File: src/pos_pkg.sv
// Package for the priority opportunity scheduler: command, status and state codes.
// No dependencies.
package pos_pkg;

   localparam logic CMD_ENQUEUE = 1'b0;
   localparam logic CMD_PICK    = 1'b1;

   localparam logic [1:0] STATUS_OK      = 2'd0;
   localparam logic [1:0] STATUS_FULL    = 2'd1;
   localparam logic [1:0] STATUS_NO_PICK = 2'd2;

   typedef enum logic [2:0] {
      ST_IDLE,
      ST_SCAN,
      ST_REFILL,
      ST_POP_READ,
      ST_POP_DONE
   } state_type;

endpackage

File: src/pos_ram.sv
// Generic single-port-write, single-port-read RAM with a registered read.
// No dependencies.
module pos_ram #(
   parameter int WIDTH = 8,
   parameter int DEPTH = 256
) (
   input  logic                     clock,
   input  logic                     wr_en,
   input  logic [$clog2(DEPTH)-1:0] wr_addr,
   input  logic [WIDTH-1:0]         wr_data,
   input  logic [$clog2(DEPTH)-1:0] rd_addr,
   output logic [WIDTH-1:0]         rd_data
);

   logic [WIDTH-1:0] mem [DEPTH];

   always_ff @(posedge clock) begin
      if (wr_en) begin
         mem[wr_addr] <= wr_data;
      end
      rd_data <= mem[rd_addr];
   end

endmodule

File: src/priority_opportunity_scheduler_top.sv
// Top level of the priority opportunity scheduler.
// Depends on pos_pkg and pos_ram (thread id store).
//
//   channel  | handshake        | beat fields
//   request  | start / busy     | req_cmd, req_thread_id, req_priority_req
//   response | rsp_valid strobe | rsp_status, rsp_has_thread, rsp_picked_thread
//
// An enqueue never raises busy, and its response strobe comes in the cycle after the
// accepting edge; so does the response to a pick when no level exists yet.
// Any other pick holds busy while it scans one level per cycle, then walks the levels
// again when opportunities are refilled, then reads the store (ST_POP_READ, ST_POP_DONE);
// its response strobe rises in the same cycle that busy falls.
// Reset is synchronous and clears all per-level counters; the thread store holds
// no reset value. The response is a one-cycle strobe; the receiver cannot stall.
module priority_opportunity_scheduler_top
   import pos_pkg::*;
#(
   parameter int NUM_LEVELS = 16,
   parameter int FIFO_DEPTH = 16,
   parameter int ID_BITS    = 8
) (
   input  logic       clock,
   input  logic       reset,
   input  logic       start,
   output logic       busy,
   input  logic       req_cmd,
   input  logic [7:0] req_thread_id,
   input  logic [3:0] req_priority_req,
   output logic       rsp_valid,
   output logic [1:0] rsp_status,
   output logic       rsp_has_thread,
   output logic [7:0] rsp_picked_thread
);

   localparam int LW = (NUM_LEVELS > 1) ? $clog2(NUM_LEVELS) : 1;
   localparam int SW = (FIFO_DEPTH > 1) ? $clog2(FIFO_DEPTH) : 1;
   localparam int CW = $clog2(FIFO_DEPTH + 1);
   localparam int OW = $clog2(NUM_LEVELS + 1);
   localparam int AW = $clog2(NUM_LEVELS * FIFO_DEPTH);

   logic [NUM_LEVELS-1:0] exists_ff, exists_in;
   logic [OW-1:0] chances_ff [NUM_LEVELS];
   logic [OW-1:0] chances_in [NUM_LEVELS];
   logic [SW-1:0] head_ff [NUM_LEVELS];
   logic [SW-1:0] head_in [NUM_LEVELS];
   logic [CW-1:0] count_ff [NUM_LEVELS];
   logic [CW-1:0] count_in [NUM_LEVELS];
   logic [LW-1:0] cur_ff, cur_in;
   logic          cur_valid_ff, cur_valid_in;
   state_type     state_ff, state_in;
   logic [LW-1:0] scan_ff, scan_in;     // level under test
   logic          wrap_ff, wrap_in;     // scan wrapped past the top
   logic [OW-1:0] rank_ff, rank_in;
   logic [LW-1:0] first_ff, first_in;   // lowest existing level
   logic          rsp_valid_ff, rsp_valid_in;
   logic [1:0]    rsp_status_ff, rsp_status_in;
   logic          rsp_has_ff, rsp_has_in;
   logic [7:0]    rsp_thread_ff, rsp_thread_in;

   logic            wr_en;
   logic [AW-1:0]   wr_addr, rd_addr;
   logic [ID_BITS-1:0] rd_data;
   logic [SW-1:0]   slot;
   logic [SW:0]     slot_sum;
   logic [LW-1:0]   req_lv;
   logic            req_lv_ok;
   logic            ready_lv;
   logic            scan_last;

   pos_ram #(.WIDTH(ID_BITS), .DEPTH(NUM_LEVELS * FIFO_DEPTH)) u_store (
      .clock   (clock),
      .wr_en   (wr_en),
      .wr_addr (wr_addr),
      .wr_data (req_thread_id[ID_BITS-1:0]),
      .rd_addr (rd_addr),
      .rd_data (rd_data)
   );

   assign req_lv    = LW'(req_priority_req);
   assign req_lv_ok = 32'(req_priority_req) < NUM_LEVELS;
   assign slot_sum  = (SW+1)'(head_ff[req_lv]) + (SW+1)'(count_ff[req_lv]);
   assign slot      = (slot_sum >= (SW+1)'(FIFO_DEPTH)) ?
                      SW'(slot_sum - (SW+1)'(FIFO_DEPTH)) : SW'(slot_sum);
   assign ready_lv  = exists_ff[scan_ff] && chances_ff[scan_ff] != '0
                      && count_ff[scan_ff] != '0
                      && !(cur_valid_ff && scan_ff == cur_ff);
   assign scan_last = 32'(scan_ff) == NUM_LEVELS - 1;
   assign rd_addr   = AW'(32'(cur_ff) * FIFO_DEPTH + 32'(head_ff[cur_ff]));
   assign wr_addr   = AW'(32'(req_lv) * FIFO_DEPTH + 32'(slot));

   assign busy              = state_ff != ST_IDLE;
   assign rsp_valid         = rsp_valid_ff;
   assign rsp_status        = rsp_status_ff;
   assign rsp_has_thread    = rsp_has_ff;
   assign rsp_picked_thread = rsp_thread_ff;

   always_comb begin
      exists_in     = exists_ff;
      chances_in    = chances_ff;
      head_in       = head_ff;
      count_in      = count_ff;
      cur_in        = cur_ff;
      cur_valid_in  = cur_valid_ff;
      state_in      = state_ff;
      scan_in       = scan_ff;
      wrap_in       = wrap_ff;
      rank_in       = rank_ff;
      first_in      = first_ff;
      rsp_valid_in  = 1'b0;
      rsp_status_in = STATUS_OK;
      rsp_has_in    = 1'b0;
      rsp_thread_in = '0;
      wr_en         = 1'b0;
      case (state_ff)
         ST_IDLE: begin
            if (start) begin
               if (req_cmd == CMD_ENQUEUE) begin
                  rsp_valid_in = 1'b1;
                  if (!req_lv_ok || 32'(count_ff[req_lv]) >= FIFO_DEPTH) begin
                     rsp_status_in = STATUS_FULL;
                  end else begin
                     wr_en              = 1'b1;
                     exists_in[req_lv]  = 1'b1;
                     count_in[req_lv]   = count_ff[req_lv] + CW'(1);
                  end
               end else if (exists_ff == '0) begin
                  rsp_valid_in  = 1'b1;
                  rsp_status_in = STATUS_NO_PICK;
               end else begin
                  state_in = ST_SCAN;
                  if (cur_valid_ff && 32'(cur_ff) != NUM_LEVELS - 1) begin
                     scan_in = cur_ff + LW'(1);
                     wrap_in = 1'b0;
                  end else begin
                     scan_in = '0;
                     wrap_in = 1'b1;
                  end
               end
            end
         end
         ST_SCAN: begin
            // The second pass stops at the current level, or at the top level if none is current.
            if (ready_lv) begin
               cur_in       = scan_ff;
               cur_valid_in = 1'b1;
               state_in     = ST_POP_READ;
            end else if (scan_last || (wrap_ff && cur_valid_ff && scan_ff == cur_ff)) begin
               if (wrap_ff) begin
                  state_in = ST_REFILL;
                  scan_in  = '0;
                  rank_in  = OW'(1);
               end else begin
                  scan_in = '0;
                  wrap_in = 1'b1;
               end
            end else begin
               scan_in = scan_ff + LW'(1);
            end
         end
         ST_REFILL: begin
            if (exists_ff[scan_ff]) begin
               chances_in[scan_ff] = rank_ff;
               rank_in             = rank_ff + OW'(1);
               if (rank_ff == OW'(1)) begin
                  first_in = scan_ff;
               end
            end
            if (scan_last) begin
               cur_in       = (exists_ff[scan_ff] && rank_ff == OW'(1)) ? scan_ff : first_ff;
               cur_valid_in = 1'b1;
               state_in     = ST_POP_READ;
            end else begin
               scan_in = scan_ff + LW'(1);
            end
         end
         ST_POP_READ: begin
            // The store read of the head entry is in flight this cycle.
            if (chances_ff[cur_ff] != '0) begin
               chances_in[cur_ff] = chances_ff[cur_ff] - OW'(1);
            end
            state_in = ST_POP_DONE;
         end
         ST_POP_DONE: begin
            rsp_valid_in = 1'b1;
            state_in     = ST_IDLE;
            if (count_ff[cur_ff] == '0) begin
               rsp_status_in = STATUS_NO_PICK;
            end else begin
               rsp_has_in     = 1'b1;
               rsp_thread_in  = 8'(rd_data);
               count_in[cur_ff] = count_ff[cur_ff] - CW'(1);
               head_in[cur_ff]  = (32'(head_ff[cur_ff]) == FIFO_DEPTH - 1) ?
                                  '0 : head_ff[cur_ff] + SW'(1);
            end
         end
         default: state_in = ST_IDLE;
      endcase
   end

   always_ff @(posedge clock) begin
      if (reset) begin
         exists_ff    <= '0;
         chances_ff   <= '{default: '0};
         head_ff      <= '{default: '0};
         count_ff     <= '{default: '0};
         cur_ff       <= '0;
         cur_valid_ff <= 1'b0;
         state_ff     <= ST_IDLE;
         rsp_valid_ff <= 1'b0;
      end else begin
         exists_ff    <= exists_in;
         chances_ff   <= chances_in;
         head_ff      <= head_in;
         count_ff     <= count_in;
         cur_ff       <= cur_in;
         cur_valid_ff <= cur_valid_in;
         state_ff     <= state_in;
         rsp_valid_ff <= rsp_valid_in;
      end
      scan_ff       <= scan_in;
      wrap_ff       <= wrap_in;
      rank_ff       <= rank_in;
      first_ff      <= first_in;
      rsp_status_ff <= rsp_status_in;
      rsp_has_ff    <= rsp_has_in;
      rsp_thread_ff <= rsp_thread_in;
   end

endmodule

File: config.mk
export PLATFORM = sky130hd
export DESIGN_NAME = priority_opportunity_scheduler_top
export DESIGN_NICKNAME = d
export VERILOG_FILES = /design/src/pos_pkg.sv /design/src/pos_ram.sv /design/src/priority_opportunity_scheduler_top.sv
export SDC_FILE = /design/constraint.sdc
export NUM_CORES = 2
export LEC_CHECK = 0
export ABC_CLOCK_PERIOD_IN_PS = 20400
export BUFFER_PORTS_ARGS = -buffer_cell sky130_fd_sc_hd__buf_4
export CORE_MARGIN = 2
export CORE_UTILIZATION = 50
export CTS_CLUSTER_DIAMETER = 150
export DETAILED_ROUTE_END_ITERATION = 16
export GPL_ROUTABILITY_DRIVEN = 1
export MAX_ROUTING_LAYER = met4
export PLACE_DENSITY = 0.65
export SLEW_MARGIN = 5
export SYNTH_ARGS = -nofsm -noshare
export SYNTH_HDL_FRONTEND = slang
export SYNTH_SLANG_ARGS = --single-unit
File: constraint.sdc
create_clock -name clock -period 20.4 [get_ports clock]
set_clock_uncertainty 0.05 [all_clocks]
set_input_delay 6.12 -clock clock [delete_from_list [all_inputs] [get_ports clock]]
set_output_delay 6.12 -clock clock [all_outputs]
set_load 0.02 [all_outputs]
==> flow_summary.ini <==
[die]
start_util_pct = 50.4
io_pins = 29
rows = 161
chipWidth_um = 445
core_area_mm2 = 0.193
die_area_mm2 = 0.198
dieHeight_um = 445

[pwr]
switching_share_pct = 20.8
leakagePower_nw = 34.9
p_int_mw = 7.74
p_per_area_mw_per_mm2 = 91.2
p_switching_mw = 2.04
clkPwrFrac_pct = 44.8
p_comb_share_pct = 2.1
ir_drop_mv = 0.103
seq_power_share_pct = 53.1

[timing]
rsz0062_at_grt = false
max_slew_margin_pct = 17.9
period_share_pct = 53.4
tns_ps = 0
fin_hold_ws_ps = 421
finalCriticalPeriod_ps = 10890
worst_slew_pin_slew_ps = 1230
setup_violations = 0
finalMaxSlewViolations = 0
finalHoldViolations = 0
max_freq_mhz = 91.8

[critical_path]
cp-start-kind = primary input
critPathKind = in2reg
cp_slowest_cell = mux4_2
cp_cell_sequence = buf_4 -> mux4_2 -> mux4_2 -> ha_1 -> a21o_1 -> a21oi_1 -> xnor2_1 -> xnor2_1 -> nor2_1 -> nand2_1 -> buf_4 -> nor2_1
worstPathArrival_ps = 11330
path_max_fanout = 41
slowest_delay_ps = 750
crit_required_ps = 20840
end_kind = flop

[flow_run]
drv_cap = 0

[clock_network]
path_clk_slew_ps = 60
cts_sinks = 2330
numCtsBuffers = 227
insertion_delay_ps = 890
cts_setup_buffers = 0
cts_hold_buffers = 0
htreeDepth = 4
clk_path_buf_depth = 3
tritoncts = done
cts-root-buf = clkbuf_16
cts-resized-gates = 0

[placed_design]
gp_congestion = 0.980
place_hpwl_mm = 190
dpl-instance-area_mm2 = 0.0994
port_buffers = 28

[final_layout]
fin_area_mm2 = 0.107
final_nets = 7043
fillers = 15228
area_growth_pct = 10.3
drive_gt1_share_pct = 10.7

[logic_synthesis]
async_reset_ff_share_pct = 0
synth_nets = 7169
synth-seq-area-share_pct = 69.2
yosys.cell_types.count = 91
synth_seq_cells = 2330
netlist_area_mm2 = 0.0972
syn_inst = 7133
synth_edf_count = 2062
ys.flop_type = edfxtp_1
synth-warning-count = 0
postSynthAreaPerCell_um2 = 13.6

[grt]
grt_max_degree = 162
grt_pass1_vias = 62074
grt-ovfl-total = 0
antenna_found_initial = 12
grt_usage_pct = 32.1
grt_pass1_wl_mm = 446

[outcome]
status = complete, no violations

[detailed_routing]
drc = 0
first_pass_iters = 7
vias_per_cell = 6.67
vias = 65040
wire_per_inst_um = 32.2
first_iter_violations = 10783
antenna_left = 0
routed_wirelength_mm = 313

[min_path]
min_path_type = reg2reg
[layout by cell type (no fill, tap or decap), drive strengths merged, types with 30 or more instances in the layout]
master,instances
nor3,30
nand3,217
mux4,157
o221ai,60
edfxtp,2062
a21oi,355
o22ai,190
mux2i,352
a32oi,72
o211a,50
a2111oi,30
a31oi,101
clkbuf,271
nand2,1139
a311oi,43
clkinv,103
nor2,593
a211oi,144
buf,169
bufinv,35
and3,145
inv,38
or4,46
a22oi,101
dfxtp,268
o21ai,95
[metrics by stage]
step                      setup slack [ps]  instances  util, %  total power, mW
after floorplan                       9760       7133        -             5.36
after global placement                8780       9304     51.6             5.49
after detailed placement              8740       9304     51.6             5.49
after CTS                             9640       9726     55.6             9.79
after global routing                  9320       9735     55.6             10.0
final                                 9510       9744     55.6             9.78
[logic make-up after synthesis]
kind of cell               count (synthesis)  share of synthesized area (%)
xor gates and xnor gates                  26                          0.250
DFF                                     2330                           69.2
and+or+nand+nor                         2279                           10.0
AOI/OAI and AO/OA                       1385                           9.84
adders and majority gates                 20                          0.265
buffers and inverters                    561                           2.83
muxes                                    532                           7.56
[sequential cells by signal, summed over array words and instances, names as in the netlist, 2 cells and up]
register and cells:
rsp_picked_thread 8, rank_ff 5, rsp_status 2, cur_ff 4, scan_ff 4, chances_ff 80
state_ff 3, first_ff 4, u_store.rd_data 8, exists_ff 16, head_ff 64, u_store.mem 2048
count_ff 80
[area by class of cell]
type	instances	area [um^2]	area share (%)
Antenna cell	18	45.0	0.0420
Clock buffer	268	5920	5.51
Clock inverter	154	1890	1.76
Inverter	34	149	0.139
Multi-Input combinational cell	4242	27400	25.5
Sequential cell	2330	67300	62.7
Tap cell	2526	3160	2.95
Timing Repair Buffer	172	1410	1.32
[Yosys cell counts (all sizes together), types with 11 or more instances]
cell,instances,area [um^2]
edfxtp,2062,61900
nand2,1139,4300
nor2,593,2240
a21oi,355,1820
mux2i,352,3560
buf,290,1730
dfxtp,268,5370
clkbuf,237,890
nand3,217,1090
o22ai,190,1190
mux4,157,3540
and3,145,907
a211oi,144,1080
a22oi,101,758
a31oi,101,632
o21ai,95,487
a32oi,72,631
o221ai,60,526
o211a,50,500
or4,46,345
a311oi,43,377
a2111oi,30,263
nor3,30,161
inv,29,111
nor4,27,169
mux2,23,259
ha,19,238
o41ai,18,165
a311o,17,170
nand2b,17,109
nand4,16,100
o211ai,16,125
xnor2,14,130
and2,13,81.3
nor2b,12,75.1
o32a,12,120
xor2,12,113
a221oi,11,103
[path summary, 6_finish.rpt]
kind                        from  depth (start not counted)                   to  slack [ps]
max          req_priority_req[0]                         12  u_store.mem[248][2]        9510
min                exists_ff[13]                          2        exists_ff[13]         420
max reg2reg            cur_ff[0]                         15   u_store.rd_data[1]       12610
min reg2reg        exists_ff[13]                          2        exists_ff[13]         420
[routing by layer]
| metal | track usage [%] | wire length [um] | up-vias |
|---|---|---|---|
| li1 | - | - | 27158 |
| met1 | 42.1 | 117000 | 32410 |
| met2 | 46.7 | 141000 | 4675 |
| met3 | 7.99 | 38800 | 797 |
| met4 | 15.9 | 17200 | 0 |
| met5 | - | 0 | - |
[power groups by stage]
stage,registers (mW),logic [mW],clock network [mW]
global route,5.19,0.208,4.60
global placement,5.30,0.197,0
finish,5.20,0.201,4.39
floorplan,5.29,0.0681,0
CTS,5.20,0.197,4.40
detailed placement,5.30,0.197,0
[critical path, delay by kind of cell]
kind	cells	cell delay [ps]
AO/OA/AOI/OAI	2	370
XOR/XNOR	2	370
adder cells (fa/ha/maj)	1	350
buffers and inverters	2	1100
multiplexers	2	1340
AND/OR/NAND/NOR	3	1610
Note: power is estimated with default switching activity, not from simulation.
